## src/hw/rtl/btn_dbnc_pkg.sv

```systemverilog
// shared types and constants for the push-button debouncer with hold timer
package btn_dbnc_pkg;

	localparam logic [31:0] HOLD_SAT = 32'hFFFF_FFFF;

	typedef enum logic [1:0] {
		MODE_TICK    = 2'd0,
		MODE_PRESS   = 2'd1,
		MODE_RELEASE = 2'd2,
		MODE_QUIET   = 2'd3
	} mode_t;

	typedef enum logic [2:0] {
		PH_WAIT_PRESS     = 3'd0,
		PH_PRESS_STABLE   = 3'd1,
		PH_WAIT_RELEASE   = 3'd2,
		PH_RELEASE_STABLE = 3'd3,
		PH_QUIET_STABLE   = 3'd4
	} phase_t;

	localparam logic CFG_DEBOUNCE_LIMIT = 1'b0;
	localparam logic CFG_ACTIVE_LOW     = 1'b1;

	localparam logic [7:0] DEBOUNCE_LIMIT_RST = 8'd20;

	function automatic logic [31:0] sat_add(input logic [31:0] a, input logic [15:0] b);
		logic [32:0] s;
		s = {1'b0, a} + {17'b0, b};
		return s[32] ? HOLD_SAT : s[31:0];
	endfunction

endpackage

```

## src/hw/rtl/button_debounce_hold_timer.sv

```systemverilog
// push-button debouncer with hold-time measurement, top level
// an accepted item goes through the input register, then the result register
// throughput: one item per cycle; the state update is a single pass of saturating adds
// and compares between the input register and the result register
// backpressure on the result side stalls both stages together
// reset: arst_n clears phase, timers, events and valids; limit 20 ms, active high pin
module button_debounce_hold_timer
	import btn_dbnc_pkg::*;
(
	input  logic        clk,
	input  logic        arst_n,
	input  logic        cfg_valid,
	output logic        cfg_ready,
	input  logic        cfg_index,
	input  logic [7:0]  cfg_data,
	input  logic        in_valid,
	output logic        in_ready,
	input  logic [1:0]  mode,
	input  logic        pin_level,
	input  logic [15:0] elapsed_ms,
	input  logic        take_down,
	input  logic        take_up,
	output logic        out_valid,
	input  logic        out_ready,
	output logic        down_seen,
	output logic        up_seen,
	output logic [31:0] released_hold_ms,
	output logic        held_now,
	output logic [31:0] current_hold_ms
);

	logic [7:0]  limit_q;
	logic        active_low_q;

	logic        valid_s1;
	mode_t       mode_s1;
	logic        pin_s1;
	logic [15:0] dt_s1;
	logic        take_down_s1;
	logic        take_up_s1;

	phase_t      phase_q, phase_d;
	logic [31:0] stable_q, stable_d;
	logic [31:0] hold_q, hold_d;
	logic        dpend_q, dpend_d, dpend_n;
	logic        upend_q, upend_d, upend_n;

	logic        out_valid_q;
	logic        down_seen_q, up_seen_q, held_now_q;
	logic [31:0] released_q, current_q;

	logic        advance;
	logic        work;
	logic        pressed;
	logic [31:0] stable_add, hold_add;
	logic        dseen, useen, held;

	assign cfg_ready = 1'b1;
	assign advance   = !out_valid_q || out_ready;
	assign in_ready  = !valid_s1 || advance;
	assign work      = valid_s1 && advance;

	always_ff @(posedge clk or negedge arst_n) begin
		if (!arst_n) begin
			limit_q      <= DEBOUNCE_LIMIT_RST;
			active_low_q <= 1'b0;
		end else if (cfg_valid) begin
			unique case (cfg_index)
				CFG_DEBOUNCE_LIMIT: limit_q      <= cfg_data;
				CFG_ACTIVE_LOW:     active_low_q <= cfg_data[0];
			endcase
		end
	end

	// input register
	always_ff @(posedge clk or negedge arst_n) begin
		if (!arst_n) begin
			valid_s1 <= 1'b0;
		end else if (in_ready) begin
			valid_s1 <= in_valid;
		end
	end

	always_ff @(posedge clk) begin
		if (in_ready && in_valid) begin
			mode_s1      <= mode_t'(mode);
			pin_s1       <= pin_level;
			dt_s1        <= elapsed_ms;
			take_down_s1 <= take_down;
			take_up_s1   <= take_up;
		end
	end

	assign pressed    = active_low_q ? !pin_s1 : pin_s1;
	assign stable_add = sat_add(stable_q, dt_s1);
	assign hold_add   = sat_add(hold_q, dt_s1);

	always_comb begin
		phase_d  = phase_q;
		stable_d = stable_q;
		hold_d   = hold_q;
		dpend_d  = dpend_q;
		upend_d  = upend_q;
		unique case (mode_s1)
			MODE_TICK: begin
				unique case (phase_q)
					PH_PRESS_STABLE: begin
						if (pressed) begin
							stable_d = stable_add;
							if (stable_add > {24'b0, limit_q}) begin
								phase_d = PH_WAIT_RELEASE;
								hold_d  = stable_add;
								dpend_d = 1'b1;
							end
						end else begin
							phase_d = PH_WAIT_PRESS;
						end
					end
					PH_WAIT_RELEASE: begin
						if (pressed) begin
							hold_d = hold_add;
						end else begin
							phase_d  = PH_RELEASE_STABLE;
							stable_d = 32'd0;
						end
					end
					PH_RELEASE_STABLE, PH_QUIET_STABLE: begin
						if (!pressed) begin
							stable_d = stable_add;
							if (stable_add > {24'b0, limit_q}) begin
								if (phase_q == PH_RELEASE_STABLE)
									upend_d = 1'b1;
								phase_d = PH_WAIT_PRESS;
							end
						end else begin
							stable_d = 32'd0;
						end
					end
					default: begin
						if (pressed) begin
							phase_d  = PH_PRESS_STABLE;
							stable_d = 32'd0;
						end
					end
				endcase
			end
			MODE_PRESS: begin
				phase_d = PH_WAIT_RELEASE;
				hold_d  = 32'd0;
				dpend_d = 1'b1;
			end
			MODE_RELEASE: begin
				phase_d = PH_WAIT_PRESS;
				upend_d = 1'b1;
			end
			MODE_QUIET: begin
				phase_d = PH_QUIET_STABLE;
				upend_d = 1'b0;
				dpend_d = 1'b0;
				hold_d  = 32'd0;
			end
		endcase
		dseen   = take_down_s1 && dpend_d;
		useen   = take_up_s1 && upend_d;
		dpend_n = dpend_d && !dseen;
		upend_n = upend_d && !useen;
		held    = (phase_d == PH_WAIT_RELEASE);
	end

	always_ff @(posedge clk or negedge arst_n) begin
		if (!arst_n) begin
			phase_q  <= PH_WAIT_PRESS;
			stable_q <= 32'd0;
			hold_q   <= 32'd0;
			dpend_q  <= 1'b0;
			upend_q  <= 1'b0;
		end else if (work) begin
			phase_q  <= phase_d;
			stable_q <= stable_d;
			hold_q   <= hold_d;
			dpend_q  <= dpend_n;
			upend_q  <= upend_n;
		end
	end

	// result register
	always_ff @(posedge clk or negedge arst_n) begin
		if (!arst_n) begin
			out_valid_q <= 1'b0;
		end else if (advance) begin
			out_valid_q <= valid_s1;
		end
	end

	always_ff @(posedge clk) begin
		if (work) begin
			down_seen_q <= dseen;
			up_seen_q   <= useen;
			released_q  <= useen ? hold_d : 32'd0;
			held_now_q  <= held;
			current_q   <= held ? hold_d : 32'd0;
		end
	end

	assign out_valid        = out_valid_q;
	assign down_seen        = down_seen_q;
	assign up_seen          = up_seen_q;
	assign released_hold_ms = released_q;
	assign held_now         = held_now_q;
	assign current_hold_ms  = current_q;

endmodule

```

## config.mk

```make
export PLATFORM = sky130hd
export DESIGN_NAME = button_debounce_hold_timer
export DESIGN_NICKNAME = d
export VERILOG_FILES = /design/src/hw/rtl/btn_dbnc_pkg.sv /design/src/hw/rtl/button_debounce_hold_timer.sv
export SDC_FILE = /design/constraint.sdc
export NUM_CORES = 1
export LEC_CHECK = 0
export BUFFER_PORTS_ARGS = -buffer_cell sky130_fd_sc_hd__buf_2
export CORE_UTILIZATION = 55
export DETAILED_ROUTE_END_ITERATION = 8
export PLACE_DENSITY = 0.78
export RECOVER_POWER = 25
export SKIP_CTS_REPAIR_TIMING = 1
export SYNTH_ARGS = -nofsm -noshare
export SYNTH_HDL_FRONTEND = slang
export SYNTH_SLANG_ARGS = --single-unit
```

## constraint.sdc

```tcl
create_clock -name clk -period 4.97 [get_ports clk]
set_input_delay 0.994 -clock clk [delete_from_list [all_inputs] [get_ports clk]]
set_output_delay 0.994 -clock clk [all_outputs]
set_load 0.02 [all_outputs]
```

==> metrics.log, run 1 <==
INFO  metric drive_gt1_share = 21.42%
INFO  metric async_reset_ff_share = 47.62%
INFO  metric avgSynthCellArea = 9.220 sq um
INFO  metric max_clock_freq = 208.9 MHz
INFO  metric htree_levels = 4
INFO  metric drt_iter0_markers = 1675
INFO  metric finalSetupViolCount = 0
INFO  metric fin_crit_sh = 96.30%
INFO  metric wl_per_cell = 22.19 um
INFO  metric die_area = 20500 sq um
INFO  metric chip_height = 143.2 um
INFO  metric unrepaired_setup_endpoints_after_global_routing = false
INFO  metric yosysUniqueCellTypes = 96
INFO  metric num_rows = 51
INFO  metric preCtsSetupSlack = -0.02944 ns
INFO  metric tritoncts_clock_tree = done
INFO  metric hold_ws = 0.4862 ns
INFO  metric n_antenna_cell = 0
INFO  metric final-max-slew-violation-count = 46
INFO  metric hp-class = reg -> reg
INFO  metric run_status = complete, but fails checks
INFO  metric synth_area = 10960 sq um
INFO  metric reg_to_reg_setup_timing_slack = 0.18 ns
INFO  metric dpl-instance-area = 11980 sq um
INFO  metric fin_worst_skew = 0.01087 ns
INFO  metric finalNetCount = 1390
INFO  metric route.top_layer_used = met4
INFO  metric clock_tree.root_cell = clkbuf_16
INFO  metric criticalPathCategory = reg -> reg
INFO  metric cts-buffers-inserted = 17
INFO  metric met2_wirelength = 15730 um
INFO  metric synth_enable_flop_cells = 88
INFO  metric worst_setup_sp_type = register
INFO  metric drcViolationCount = 0
INFO  metric io_pins = 105
INFO  metric gr-usage-all-layers = 34.49%
INFO  metric worst_slew_pin_slew = 2.642 ns
INFO  metric grt_pass1_vias = 9660
INFO  metric power-per-cell-area = 430.0 nW/um^2
INFO  metric ys_ff_latch = 168
INFO  metric routed-via-count = 10586
INFO  metric dieWidth = 143.2 um
INFO  metric tritoncts_num_sinks = 168
INFO  metric critPathArrivalTime = 4.96 ns
INFO  metric cp.required = 5.14 ns
INFO  metric worst_skew_pair.late_latency = 0.44 ns
INFO  metric synthToLayoutAreaGrowth = 16.47%
INFO  metric ys.warnings.count = 0
INFO  metric layout.cells.most_common_list = nor2_1, nand2_1, buf_2
INFO  metric final_setup_slack_of_the_worst_path = 0.1840 ns
INFO  metric detailroute.wirelength.met3 = 3859 um
INFO  metric worst_ir_drop_vdd = 260.4 uV
INFO  metric final_core_utilization = 65.39%
INFO  metric number_of_buffers_between_clock_root_and_the_deepest_sink = 2
INFO  metric clk_pin_slew_worst_paths = 0.07 ns
INFO  metric failed_checks = max-capacitance violations, max-slew violations
INFO  metric floorplan.core_area = 19530 sq um
INFO  metric antenna_violations_before_repair = 0
INFO  metric final_replace_weighted_congestion = 1.017
INFO  metric syn_nets = 1266
INFO  metric dp_hpwl = 25330 um
INFO  metric first_pass_iters = 5
INFO  metric grt-ovfl-total = 0
INFO  metric routed_wl = 35300 um
INFO  metric io_buffers = 103
INFO  metric ys.flop_type = edfxtp_1
INFO  metric grt_first_pass_wirelength = 53230 um
INFO  metric max_slew_margin = -76.11%
INFO  metric leakage = 5.194 nW
INFO  metric finish.instance_area = 12770 sq um
INFO  metric syn_inst = 1189
INFO  metric mostFrequentLayoutCell = nor2_1
INFO  metric timing.critical_path.slowest_stage_cell = a21oi_2
INFO  metric final-hold-violation-count = 0
INFO  metric maxCapViolCount = 1
INFO  metric ys_seq_area_share = 42.39%
INFO  metric path_max_fanout = 7
INFO  metric effective_utilization_at_floorplan = 56.15%
INFO  metric vias_per_cell = 6.654
INFO  metric min_period = 4.786 ns
INFO  metric worstSetupEndpointType = register
INFO  metric grt_start_max_net_pins = 55
INFO  metric drtAntennaViolNets = 0
INFO  metric path_cells = ha_2, fa_2, a211oi_2, o211ai_1, nand3_1, buf_4, nand2_1, nand2_2, nand2_1, ha_4, nand4_1, a21oi_1, o22ai_1, nand4_1, nor3_2, and4_4, a21oi_2, buf_4, o22ai_2, a221oi_1, nor2_1
INFO  metric wirelength_met1 = 13930 um
INFO  metric largest_stage_delay_on_the_critical_path = 0.54 ns
[synthesized netlist by cell type (all sizes together) (6+ instances only)]
| master | count | area [sq um] |
|---|---|---|
| a31oi | 13 | 87.58 |
| or2 | 11 | 68.82 |
| xnor2 | 22 | 200.2 |
| mux2i | 9 | 90.09 |
| nand4 | 22 | 137.6 |
| inv | 39 | 146.4 |
| a22oi | 7 | 57.55 |
| nand2b | 12 | 75.07 |
| xor2 | 18 | 157.7 |
| a22o | 18 | 157.7 |
| nor3 | 57 | 295.3 |
| edfxtp | 88 | 2643 |
| dfrtp | 78 | 1952 |
| nor2 | 115 | 431.7 |
| o21ai | 98 | 509.3 |
| ha | 40 | 500.5 |
| buf | 23 | 137.6 |
| a221oi | 10 | 131.4 |
| o22ai | 10 | 68.81 |
| a21o | 20 | 150.1 |
| and3 | 14 | 87.58 |
| nor2b | 9 | 56.30 |
| nand3 | 30 | 150.1 |
| mux2 | 15 | 168.9 |
| o211ai | 13 | 102.6 |
| nand2 | 110 | 415.4 |
| a21oi | 93 | 488.0 |
| and4 | 6 | 55.05 |
| o21a | 6 | 45.04 |
| or3 | 7 | 43.79 |
| o31ai | 11 | 82.58 |
| a211oi | 21 | 177.7 |
| and2 | 12 | 75.07 |
| clkbuf | 44 | 165.2 |
[report_power, final]
part	leakage, nW	switching (mW)	internal (mW)
Sequential	1.94	0.178	1.65
Combinational	2.99	1.47	0.865
Clock	0.272	0.595	0.726
[flip-flops by register name (all words and copies together), names as in the netlist, 2 cells and up]
register and count:
current_hold_ms 32, phase_q 3, hold_q 32, limit_q 8
stable_q 32, mode_s1 2, dt_s1 16, released_hold_ms 32
[stage by stage]
stage | cells | power [mW] | setup TNS (ns)
finish | 1591 | 5.490 | 0
global route | 1591 | 5.707 | 0
CTS | 1581 | 5.314 | -0.2489
detailed placement | 1549 | 4.002 | -0.05693
global placement | 1549 | 3.969 | 0
floorplan | 1189 | 3.244 | 0
[kinds of logic after synthesis]
kind of cell | after synthesis | synth area share [%]
compound gates | 383 | 24.06
xor+xnor | 40 | 3.264
other cells | 1 | 0.03421
fa+ha+maj | 42 | 4.930
mux | 24 | 2.362
flops | 168 | 42.39
buf+inv | 106 | 4.097
simple gates | 425 | 18.87
[critical path: cells and delay by family, from the launching register on]
family,cells,cell delay (ns)
AO/OA/AOI/OAI,7,1.66
AND/OR/NAND/NOR,9,1.13
adder cells (fa/ha/maj),3,0.89
buffers and inverters,2,0.42
flip-flops,1,0.41
[layer usage]
layer,vias up,GRT usage [%]
li1,4719,-
met3,144,6.472
met5,-,0
met4,0,17.49
met2,731,53.25
met1,4992,46.23
[cell type report]
type	count	area, sq um
multi-input cells	917	6037
inverters	39	146.4
fillers	1651	6758
clock inverters	11	116.4
flip-flops and latches	168	4647
well taps	265	331.6
repair buffers	170	1030
clock buffers	21	460.4
[worst paths after layout]
check                           startpoint              endpoint  cells past startpoint
max in group asynchronous           arst_n             hold_q[7]                      2
worst min register to register    valid_s1             out_valid                      1
min in group asynchronous           arst_n           stable_q[9]                      1
worst min-delay path              valid_s1             out_valid                      1
worst max register to register    dt_s1[0]  released_hold_ms[15]                     21
worst max-delay path              dt_s1[0]  released_hold_ms[15]                     21
No activity file was read; power rests on OpenSTA's default activity.
==> run 2: changes to the inputs <==
--- a/config.mk
+++ b/config.mk
@@ -6,6 +6,7 @@
 export NUM_CORES = 1
 export LEC_CHECK = 0
 export BUFFER_PORTS_ARGS = -buffer_cell sky130_fd_sc_hd__buf_2
+export CORE_MARGIN = 5
 export CORE_UTILIZATION = 55
 export DETAILED_ROUTE_END_ITERATION = 8
 export PLACE_DENSITY = 0.78
==> metrics.log, run 2 (synthesis gave the netlist of run 1 again) <==
INFO  metric criticalPathCategory = reg -> reg
INFO  metric critPathArrivalTime = 5.08 ns
INFO  metric die_area = 22860 sq um
INFO  metric grt_first_pass_wirelength = 55470 um
INFO  metric finalSetupViolCount = 0
INFO  metric path_max_fanout = 4
INFO  metric fin_crit_sh = 95.27%
INFO  metric grt_pass1_vias = 9688
INFO  metric drcViolationCount = 0
INFO  metric dpl-instance-area = 12230 sq um
INFO  metric leakage = 5.418 nW
INFO  metric finish.instance_area = 13150 sq um
INFO  metric min_period = 4.735 ns
INFO  metric cts-buffers-inserted = 17
INFO  metric hp-class = reg -> reg
INFO  metric floorplan.core_area = 19530 sq um
INFO  metric drtAntennaViolNets = 0
INFO  metric final_replace_weighted_congestion = 1.013
INFO  metric instances_no_fill = 1623
INFO  metric routed-via-count = 10515
INFO  metric drive_gt1_share = 24.01%
INFO  metric tritoncts_num_sinks = 168
INFO  metric worst_ir_drop_vdd = 249.5 uV
INFO  metric dieWidth = 151.2 um
INFO  metric power-per-cell-area = 430.2 nW/um^2
INFO  metric first_pass_iters = 7
INFO  metric final-hold-violation-count = 0
INFO  metric num_rows = 51
INFO  metric antenna_violations_before_repair = 1
INFO  metric failed_checks = max-capacitance violations, max-slew violations
INFO  metric effective_utilization_at_floorplan = 56.15%
INFO  metric maxCapViolCount = 1
INFO  metric gr-usage-all-layers = 32.19%
INFO  metric worst_setup_sp_type = register
INFO  metric cp.required = 5.31 ns
INFO  metric total_power = 5.656 mW
INFO  metric vias_per_cell = 6.479
INFO  metric io_buffers = 103
INFO  metric drt_iter0_markers = 956
INFO  metric run_status = complete, but fails checks
INFO  metric tritoncts_clock_tree = done
INFO  metric finalNetCount = 1422
INFO  metric clock_tree.root_cell = clkbuf_16
INFO  metric n_antenna_cell = 0
INFO  metric clk_pin_slew_worst_paths = 0.07 ns
INFO  metric number_of_buffers_between_clock_root_and_the_deepest_sink = 2
INFO  metric grt_start_max_net_pins = 82
INFO  metric worstSetupEndpointType = register
INFO  metric worst_skew_pair.late_latency = 0.44 ns
INFO  metric final_core_utilization = 67.32%
INFO  metric final-max-slew-violation-count = 54
INFO  metric fin_worst_skew = 0.01305 ns
INFO  metric hold_ws = 0.4904 ns
INFO  metric dp_hpwl = 27800 um
INFO  metric chip_height = 151.2 um
INFO  metric layout.cells.most_common_list = nor2_1, nand2_1, buf_2
INFO  metric wl_per_cell = 23.06 um
INFO  metric htree_levels = 4
INFO  metric max_clock_freq = 211.2 MHz
INFO  metric worst_slew_pin_slew = 3.126 ns
INFO  metric max_slew_margin = -108.4%
INFO  metric numPlacedInstances = 1582
INFO  metric grt-ovfl-total = 0
INFO  metric synthToLayoutAreaGrowth = 19.90%
INFO  metric io_pins = 105
INFO  metric routed_wl = 37430 um
INFO  metric mostFrequentLayoutCell = nor2_1
## run 2: worst paths after layout
kind | startpoint | to | slack (ns) | depth (start not counted)
max | dt_s1[0] | hold_q[29] | 0.24 | 22
min in group asynchronous | arst_n | stable_q[8] | 1.59 | 1
min reg2reg | stable_q[3] | stable_q[3] | 0.49 | 2
max reg2reg | dt_s1[0] | hold_q[29] | 0.24 | 22
min | stable_q[3] | stable_q[3] | 0.49 | 2
max in group asynchronous | arst_n | stable_q[25] | 1.25 | 2
## run 2: layout make-up
cell class,count,area (sq um)
clock buffer,20,457.9
clock inverter,12,152.6
fill,1623,6381
inverter,39,146.4
multi-input combinational,916,6097
sequential,168,4647
tap,265,331.6
timing repair buffer,203,1313
## run 2: metal layers
metal | vias to the layer above | share of wire [%] | wire length [um] | GRT usage (%)
li1 | 4775 | - | - | -
met1 | 4995 | 40 | 14840 | 43.73
met2 | 621 | 45 | 16750 | 49.41
met3 | 122 | 11 | 4062 | 7.899
met4 | 2 | 4.7 | 1760 | 13.37
met5 | - | 0.035 | 13 | 0
## run 2: critical path, cell delays in order (launching register included)
cell	delay (ns)
edfxtp_1	0.44
ha_4	0.20
fa_2	0.42
a211oi_4	0.31
o211ai_1	0.18
nand3_2	0.14
buf_4	0.13
nand2_2	0.08
nand2_2	0.11
nand2_1	0.09
ha_1	0.31
o211ai_1	0.08
a21oi_1	0.15
o22ai_1	0.10
nand4_1	0.10
nor3_2	0.06
nand4_1	0.21
buf_4	0.19
o21ai_4	0.08
a2111oi_1	0.76
a311oi_1	0.10
buf_4	0.19
o31ai_1	0.21
## run 2: power by group
part	internal (mW)	switching (mW)	total, mW
Combinational	0.911	1.51	2.42
Sequential	1.65	0.178	1.83
Clock	0.788	0.618	1.41
Total	3.35	2.30	5.66
## run 2: metrics by stage
| step | setup WS, ns | setup TNS (ns) |
|---|---|---|
| after floorplan | 0.2808 | 0 |
| after global placement | 0.1543 | 0 |
| after detailed placement | -0.03377 | -0.04297 |
| after CTS | -0.06455 | -0.1145 |
| after global routing | -0.05607 | -0.2419 |
| final | 0.2350 | 0 |
==> run 3: changes to the inputs <==
--- a/config.mk
+++ b/config.mk
@@ -6,6 +6,7 @@
 export NUM_CORES = 1
 export LEC_CHECK = 0
 export BUFFER_PORTS_ARGS = -buffer_cell sky130_fd_sc_hd__buf_2
+export CORE_ASPECT_RATIO = 0.8
 export CORE_MARGIN = 5
 export CORE_UTILIZATION = 55
 export DETAILED_ROUTE_END_ITERATION = 8
==> metrics.log, run 3 (synthesis gave the netlist of run 1 again) <==
INFO  metric drcViolationCount = 0
INFO  metric final-max-slew-violation-count = 53
INFO  metric critical_path.reg2reg.endpoint = released_hold_ms[2]
INFO  metric leakage = 5.338 nW
INFO  metric worst_skew_pair.late_latency = 0.45 ns
INFO  metric tritoncts_clock_tree = done
INFO  metric worstSetupEndpointType = register
INFO  metric chip_height = 136.3 um
INFO  metric number_of_buffers_between_clock_root_and_the_deepest_sink = 2
INFO  metric cp.required = 5.16 ns
INFO  metric drive_gt1_share = 23.67%
INFO  metric hold_ws = 0.4946 ns
INFO  metric layout.cells.most_common_list = nor2_1, nand2_1, buf_2
INFO  metric critPathCapture = released_hold_ms[2]
INFO  metric grt_first_pass_wirelength = 53920 um
INFO  metric path_cells = ha_1, and3_1, o211a_1, nand3_2, a21oi_4, nor2_2, inv_2, ha_4, nor2b_1, o211ai_1, a21oi_2, o22ai_2, nand4_1, nor3_2, and4_4, a21oi_4, buf_4, mux2_2, a221oi_2, nor2_1
INFO  metric vias_per_cell = 6.540
INFO  metric max_clock_freq = 208.3 MHz
INFO  metric clock_tree.root_cell = clkbuf_16
INFO  metric timing.critical_path.depth = 20
INFO  metric drt_iter0_markers = 1793
INFO  metric critical-path-top-delay-family = compound AO/OA/AOI/OAI gates
INFO  metric hp-class = reg -> reg
INFO  metric largest_stage_delay_on_the_critical_path = 0.46 ns
INFO  metric grt_pass1_vias = 9535
INFO  metric worst_setup_sp_type = register
INFO  metric max_slew_margin = -109.2%
INFO  metric worstReg2RegStart = dt_s1[11]
INFO  metric worst_ir_drop_vdd = 262.3 uV
INFO  metric critical_path.most_common_cell = a21oi_4
INFO  metric htree_levels = 4
INFO  metric finalNetCount = 1416
INFO  metric finalSetupViolCount = 0
INFO  metric worstPathBufferInverterCount = 2
INFO  metric fin_worst_skew = 0.01025 ns
INFO  metric worstHoldPathCells = 2
INFO  metric gr-usage-all-layers = 29.99%
INFO  metric timing.critical_path.slowest_stage_cell = edfxtp_1
INFO  metric grt_start_max_net_pins = 53
INFO  metric min_period = 4.800 ns
INFO  metric path_max_fanout = 7
INFO  metric antenna_violations_before_repair = 0
INFO  metric die_area = 22870 sq um
INFO  metric drtAntennaViolNets = 0
INFO  metric n_antenna_cell = 0
INFO  metric critPathArrivalTime = 4.99 ns
INFO  metric io_pins = 105
INFO  metric fin_tns_setup = 0 ns
INFO  metric io_buffers = 103
INFO  metric effective_utilization_at_floorplan = 55.53%
INFO  metric floorplan.core_area = 19740 sq um
INFO  metric final-hold-violation-count = 0
INFO  metric reg_to_reg_setup_timing_slack = 0.17 ns
INFO  metric routed-via-count = 10568
INFO  metric worst_slew_pin_slew = 3.138 ns
INFO  metric criticalPathCategory = reg -> reg
INFO  metric synthToLayoutAreaGrowth = 19.09%
INFO  metric r2r.worst_path.cells = 20
INFO  metric total_power = 5.591 mW
INFO  metric worst_setup_path_startpoint = dt_s1[11]
INFO  metric fin_crit_sh = 96.57%
INFO  metric run_status = complete, but fails checks
INFO  metric dieWidth = 167.8 um
INFO  metric failed_checks = max-capacitance violations, max-slew violations
INFO  metric cts-buffers-inserted = 17
INFO  metric grt-ovfl-total = 0
INFO  metric clk_pin_slew_worst_paths = 0.07 ns
INFO  metric final_replace_weighted_congestion = 0.9948
INFO  metric maxCapViolCount = 1
INFO  metric routed_wl = 35550 um
INFO  metric dp_hpwl = 25650 um
INFO  metric tritoncts_num_sinks = 168
INFO  metric power-per-cell-area = 428.2 nW/um^2
INFO  metric wl_per_cell = 22.00 um
INFO  metric first_pass_iters = 8
INFO  metric mostFrequentLayoutCell = nor2_1
INFO  metric num_rows = 46
INFO  metric holdCritStartpoint = stable_q[5]
run 3: cell type report:
| cell class | count | area (sq um) |
|---|---|---|
| clock buffer | 17 | 425.4 |
| clock inverter | 15 | 175.2 |
| fill | 1555 | 6685 |
| inverter | 39 | 146.4 |
| multi-input combinational | 916 | 6076 |
| sequential | 168 | 4647 |
| tap | 264 | 330.3 |
| timing repair buffer | 197 | 1256 |
run 3: how the worst min path moves through the flow:
| stage | endpoint | slack (ns) |
|---|---|---|
| after floorplan | dpend_q | 0.45 |
| final | stable_q[5] | 0.49 |
| after global placement | dpend_q | 0.47 |
| after CTS | stable_q[8] | 0.50 |
| after global routing | out_valid | 0.53 |
| after detailed placement | stable_q[8] | 0.48 |
run 3: tightest hold or removal path, cell delays in order, from the launching register on:
cell,delay [ns]
dfrtp_1,0.35
nand2_1,0.05
o21ai_0,0.06
run 3: through the flow:
stage / utilization, % / instance area (sq um) / std cells / setup WS [ns]
global placement: 61.59 / 12160 / 1569 / 0.02072
global route: 66.14 / 13060 / 1616 / -0.04467
CTS: 64.63 / 12760 / 1601 / -0.1973
detailed placement: 61.59 / 12160 / 1569 / -0.1794
floorplan: - / 10960 / 1189 / 0.2808
finish: 66.14 / 13060 / 1616 / 0.1703
run 3: metal layers:
metal,routed length (um),vias to the layer above,share of wire [%],track usage [%]
li1,-,4774,-,-
met1,14950,4984,42,44.28
met2,15060,729,42,43.80
met3,4449,81,13,7.035
met4,1100,0,3.1,9.464
met5,0,-,0,0
run 3: where the power goes:
part           leakage, nW  internal (mW)  switching, mW  total [mW]
clock network        0.291          0.760          0.630        1.39
registers             1.94           1.65          0.179        1.83
logic                 3.11          0.910           1.46        2.37
total                 5.34           3.32           2.27        5.59
